[src/rtl/core/tmg_pkg.sv]
// Shared types, constants and helpers for the transform matrix generator.
// Used by the front end, the queue, the back end and the top level.
`default_nettype none
package tmg_pkg;

  typedef enum logic [2:0] {
    OP_ROT_X     = 3'd0,
    OP_ROT_Y     = 3'd1,
    OP_ROT_Z     = 3'd2,
    OP_ROT_XYZ   = 3'd3,
    OP_SCALE     = 3'd4,
    OP_TRANSLATE = 3'd5
  } op_t;

  // Back end sequencer states.
  typedef enum logic [2:0] {
    ST_IDLE, ST_LOAD, ST_CORDIC, ST_CAP, ST_MUL1, ST_MUL2, ST_EMIT
  } back_state_t;

  localparam int TURN_UNITS    = 23040;
  localparam int QUARTER_UNITS = 5760;
  localparam logic signed [33:0] CORDIC_X0 = 34'sd652032874;
  localparam logic signed [23:0] ONE_Q16   = 24'sd65536;

  // One queued request: op plus the raw operands.
  typedef struct packed {
    logic [2:0]         op;
    logic signed [15:0] ax;
    logic signed [15:0] ay;
    logic signed [15:0] az;
    logic signed [23:0] vx;
    logic signed [23:0] vy;
    logic signed [23:0] vz;
  } req_t;

  // Result row as it leaves the back end.
  typedef struct packed {
    logic [1:0]         row;
    logic signed [23:0] c0;
    logic signed [23:0] c1;
    logic signed [23:0] c2;
    logic signed [23:0] c3;
    logic               last;
  } row_t;

  function automatic logic signed [33:0] atan_q20(input logic [4:0] i);
    case (i)
      5'd0:  atan_q20 = 34'sd47185920;
      5'd1:  atan_q20 = 34'sd27855475;
      5'd2:  atan_q20 = 34'sd14718068;
      5'd3:  atan_q20 = 34'sd7471121;
      5'd4:  atan_q20 = 34'sd3750058;
      5'd5:  atan_q20 = 34'sd1876857;
      5'd6:  atan_q20 = 34'sd938658;
      5'd7:  atan_q20 = 34'sd469357;
      5'd8:  atan_q20 = 34'sd234682;
      5'd9:  atan_q20 = 34'sd117342;
      5'd10: atan_q20 = 34'sd58671;
      5'd11: atan_q20 = 34'sd29335;
      5'd12: atan_q20 = 34'sd14668;
      5'd13: atan_q20 = 34'sd7334;
      5'd14: atan_q20 = 34'sd3667;
      5'd15: atan_q20 = 34'sd1833;
      5'd16: atan_q20 = 34'sd917;
      5'd17: atan_q20 = 34'sd458;
      5'd18: atan_q20 = 34'sd229;
      5'd19: atan_q20 = 34'sd115;
      5'd20: atan_q20 = 34'sd57;
      5'd21: atan_q20 = 34'sd29;
      5'd22: atan_q20 = 34'sd14;
      5'd23: atan_q20 = 34'sd7;
      default: atan_q20 = 34'sd0;
    endcase
  endfunction

  // Q.16 product rounded to nearest (floor of x+0.5).
  function automatic logic signed [18:0] qmul(input logic signed [17:0] a,
                                              input logic signed [17:0] b);
    logic signed [35:0] p;
    p = (a * b) + 36'sd32768;
    qmul = p[34:16];
  endfunction

endpackage
`default_nettype wire

[src/rtl/core/tmg_queue.sv]
// Short request queue between the front and back ends.
// Depends on tmg_pkg.
`default_nettype none
module tmg_queue (
  input  wire logic          clk,
  input  wire logic          rst,
  input  wire logic          push,
  input  wire tmg_pkg::req_t din,
  output logic               full,
  input  wire logic          pop,
  output logic               not_empty,
  output tmg_pkg::req_t      dout
);
  tmg_pkg::req_t mem [4];
  logic [1:0] wp;
  logic [1:0] rp;
  logic [2:0] cnt;

  assign full      = (cnt == 3'd4);
  assign not_empty = (cnt != 3'd0);
  assign dout      = mem[rp];

  always_ff @(posedge clk) begin
    if (push) begin
      mem[wp] <= din;
    end
  end

  always_ff @(posedge clk) begin
    if (rst) begin
      wp <= '0;
      rp <= '0;
      cnt <= '0;
    end else begin
      if (push) wp <= wp + 2'd1;
      if (pop) rp <= rp + 2'd1;
      cnt <= cnt + {2'd0, push} - {2'd0, pop};
    end
  end
endmodule
`default_nettype wire

[config.mk]
export PLATFORM = sky130hd
export DESIGN_NAME = tmg_queue
export DESIGN_NICKNAME = d
export VERILOG_FILES = /design/src/rtl/core/tmg_pkg.sv /design/src/rtl/core/tmg_queue.sv
export SDC_FILE = /design/constraint.sdc
export NUM_CORES = 1
export LEC_CHECK = 0
export ABC_AREA = 0
export BUFFER_PORTS_ARGS = -buffer_cell sky130_fd_sc_hd__buf_2
export CAP_MARGIN = 20
export CORE_UTILIZATION = 35
export DETAILED_ROUTE_END_ITERATION = 10
export PLACE_DENSITY_LB_ADDON = 0.08
export SYNTH_ARGS = -nofsm -noshare
export SYNTH_HDL_FRONTEND = slang
export SYNTH_SLANG_ARGS = --single-unit
export TNS_END_PERCENT = 30
[constraint.sdc]
create_clock -name clk -period 5.31 [get_ports clk]
set_input_delay 0.7965 -clock clk [delete_from_list [all_inputs] [get_ports clk]]
set_output_delay 0.7965 -clock clk [all_outputs]
set_load 0.05 [all_outputs]
==> reports/results.tsv <==
stage	metric	value	unit
run_status	status	finished, final reports clean	
global_route	grt.overflow.total	0	
clock_network	postCtsSetupRepairBufs	0	
routing	vias	8104	
clock_network	clkLatencyLatePin	590	ps
setup_path	regToRegSetupSlack	3180	ps
power	switchingPower	2.40	mW
floorplan	core-area	51300	µm²
timing	tns	0	ps
min_path	min_from	din[96]	
power	p_sw_share	25.8	%
final_layout	antenna_cells	0	
placed_design	placed_area	20300	µm²
clock_network	clk_root_buffer_cell	clkbuf_16	
clock_network	cts-htree-levels	2	
placed_design	portBuffers	251	
placed_design	dp_hpwl	21.0	mm
synth	synth_common_cells	edfxtp_1 (492), mux4_2 (123), buf_2 (14)	
synth	synth_top_area_share	81.3	%
synth	synth_fp_nets	819	
synth	syn_avg_cell_area	26.5	µm²
placed_design	place_congestion	0.676	
setup_path	rr_worst_depth	3	
timing	max-slew-margin-rel	40.9	%
timing	finalSetupViolations	0	
global_route	grt_pass1_wl	56.6	mm
synth	yosysMostFrequentCell	edfxtp_1	
setup_path	cp.arrival	2670	ps
routing	dr_wl_met2	18.1	mm
setup_path	crit_fanout	50	
final_layout	drive_above_1_share	45.3	%
setup_path	end_kind	primary output	
synth	synth-async-reset-ratio	0	%
clock_network	cts_buffers	55	
clock_network	path_clk_slew	60	ps
synth	synth_warnings	0	
synth	ys_seq_area_share	82.3	%
synth	ys_ff_latch	501	
routing	dr.max_layer_used	met5	
clock_network	tritoncts	done	
timing	final-max-slew-violation-count	0	
setup_path	r2r-end	mem[1][33]$_DFFE_PP_	
synth	synth_cell_types	21	
floorplan	ios	252	
floorplan	initial_core_util	35.4	%
timing	post-route-period-util	65.4	%
global_route	grt_pass1_vias	8912	
synth	synth-edff-count	492	
power	p_leak	7.28	nW
synth	synth_area_leaders	edfxtp_1 (81%), mux4_2 (15%), dfxtp_1 (0.99%), buf_6 (0.50%), ha_1 (0.41%)	
floorplan	die-area	52900	µm²
min_path	hp-class	primary input to flip-flop	
power	p_per_area	425	nW/µm²
routing	wirelength	37.2	mm
timing	tightest_slew	886	ps
final_layout	final_area	21900	µm²
min_path	holdPathStages	1	
clock_network	cts_resized	0	
routing	drc_errors	0	
routing	wirelength_met1	15.9	mm
timing	fin_crit	3470	ps
synth	netlist.top_cell.by_area	edfxtp_1	
setup_path	crit_type	flip-flop to primary output	
setup_path	crit_required	4510	ps
synth	syn_area	18200	µm²
timing	fmax	288	MHz
timing	rsz0062_at_grt	false	
timing	fin_worst_skew	12.2	ps
clock_network	clockBufferDepth	3	
routing	antenna_left	0	
synth	netlist_instances	685	
power	pwr-share-clk	37.1	%
clock_network	clkSinkCount	501	
final_layout	syn_to_final_growth	20.6	%
global_route	antenna_found_initial	3	
power	p_comb_share	13.5	%
clock_network	postCtsHoldBufs	0	
global_route	grt_max_degree	70	
placed_design	post-place-ws	2320	ps
timing	hold_viol_final	0	
routing	wl_met3	2.41	mm
flow_run	maxCapViolations	0	
floorplan	rows	83	
global_route	track_usage	14.3	%
routing	viasPerCell	4.77	
routing	dr.pass1.iters	6	
power	power.internal	6.92	mW
power	ir_drop	270	µV
setup_path	r2r_start	wp[0]$_SDFFE_PP0P_	
final_layout	num-nets-final	1111	
floorplan	dieWidth	230	µm
routing	drt-initial-drc-count	413	
routing	wl_per_cell	21.9	µm
timing	setup_ws	1840	ps
synth	synth_flop_cell	edfxtp_1	
setup_path	crit_path_start_kind	flip-flop	
power	seqPwrFrac	49.4	%
min_path	hold_end	mem[1][96]$_DFFE_PP_	
floorplan	fp.dieH	230	µm
[cell families after synthesis]
family,Yosys count,share of synthesized area (%)
mux,124,15.3
compound gates,2,0.0826
xor+xnor,3,0.227
fa+ha+maj,7,0.523
flops,501,82.3
simple gates,14,0.420
buf+inv,34,1.19
[through the flow]
stage	hold slack (ps)	power [mW]	instances	util [%]
2_1_floorplan	492	5.62	685	-
4_1_cts	374	9.48	1700	42.7
5_1_grt	382	9.68	1700	42.7
3_3_place_gp	509	5.97	1600	39.5
6_report	421	9.32	1700	42.7
3_5_place_dp	515	5.98	1600	39.5
[routing by layer]
| metal | GRT usage (%) | up-vias |
|---|---|---|
| li1 | - | 3549 |
| met2 | 22.9 | 194 |
| met3 | 4.35 | 59 |
| met1 | 18.7 | 4296 |
| met5 | 0 | - |
| met4 | 4.55 | 6 |
[area by class of cell]
type,count,area (µm²)
fill,4503,29400
sequential,501,15000
multi-input combinational,150,3020
clock buffer,73,1490
timing repair buffer,263,1430
tap,680,851
clock inverter,27,145
inverter,6,22.5
[state kept, by name, indices dropped and copies added, names as in the netlist, named ones only]
name,cells
cnt,3
mem,492
rp,2
wp,2
[critical path, stage by stage (launching register included)]
cell and delay, ps:
dfxtp_4 790, buf_12 460, mux4_2 570, buf_2 240
[cells in the final DEF (no fill, tap or decap)]
cell type / netlist / layout
buf_12: 0 / 7
dfxtp_4: 0 / 2
ha_1: 6 / 6
bufinv_16: 0 / 1
mux4_2: 123 / 123
clkbuf_1: 5 / 16
a21oi_1: 1 / 1
nor2_1: 5 / 5
edfxtp_1: 492 / 492
xor3_1: 1 / 1
a21bo_2: 1 / 1
inv_1: 6 / 6
clkinv_4: 0 / 1
clkinv_2: 0 / 10
clkbuf_16: 0 / 57
mux2i_1: 1 / 1
buf_4: 0 / 5
dfxtp_1: 9 / 7
xnor2_1: 2 / 2
buf_2: 14 / 251
nand3b_1: 1 / 1
clkinv_1: 0 / 15
and3_1: 1 / 1
fa_1: 1 / 1
and2_4: 0 / 4
nor2b_1: 2 / 2
or3_1: 1 / 1
[power groups by stage]
stage	registers (mW)	clock network (mW)	logic [mW]
detailed placement	4.69	0	1.29
CTS	4.61	3.58	1.29
global placement	4.69	0	1.29
finish	4.60	3.46	1.26
floorplan	4.68	0	0.945
global route	4.62	3.73	1.33
[how the worst max path moves through the flow]
stage | slack (ps) | cells past startpoint | from | end
2_1_floorplan | 1200 | 1 | push | mem[0][0]$_DFFE_PP_
3_3_place_gp | 2320 | 3 | flip-flop | dout[120]
3_5_place_dp | 2320 | 3 | flip-flop | dout[99]
4_1_cts | 1670 | 3 | flip-flop | dout[99]
5_1_grt | 1590 | 3 | flip-flop | dout[99]
6_report | 1840 | 3 | flip-flop | dout[99]
(Power assumes the default switching activity.)
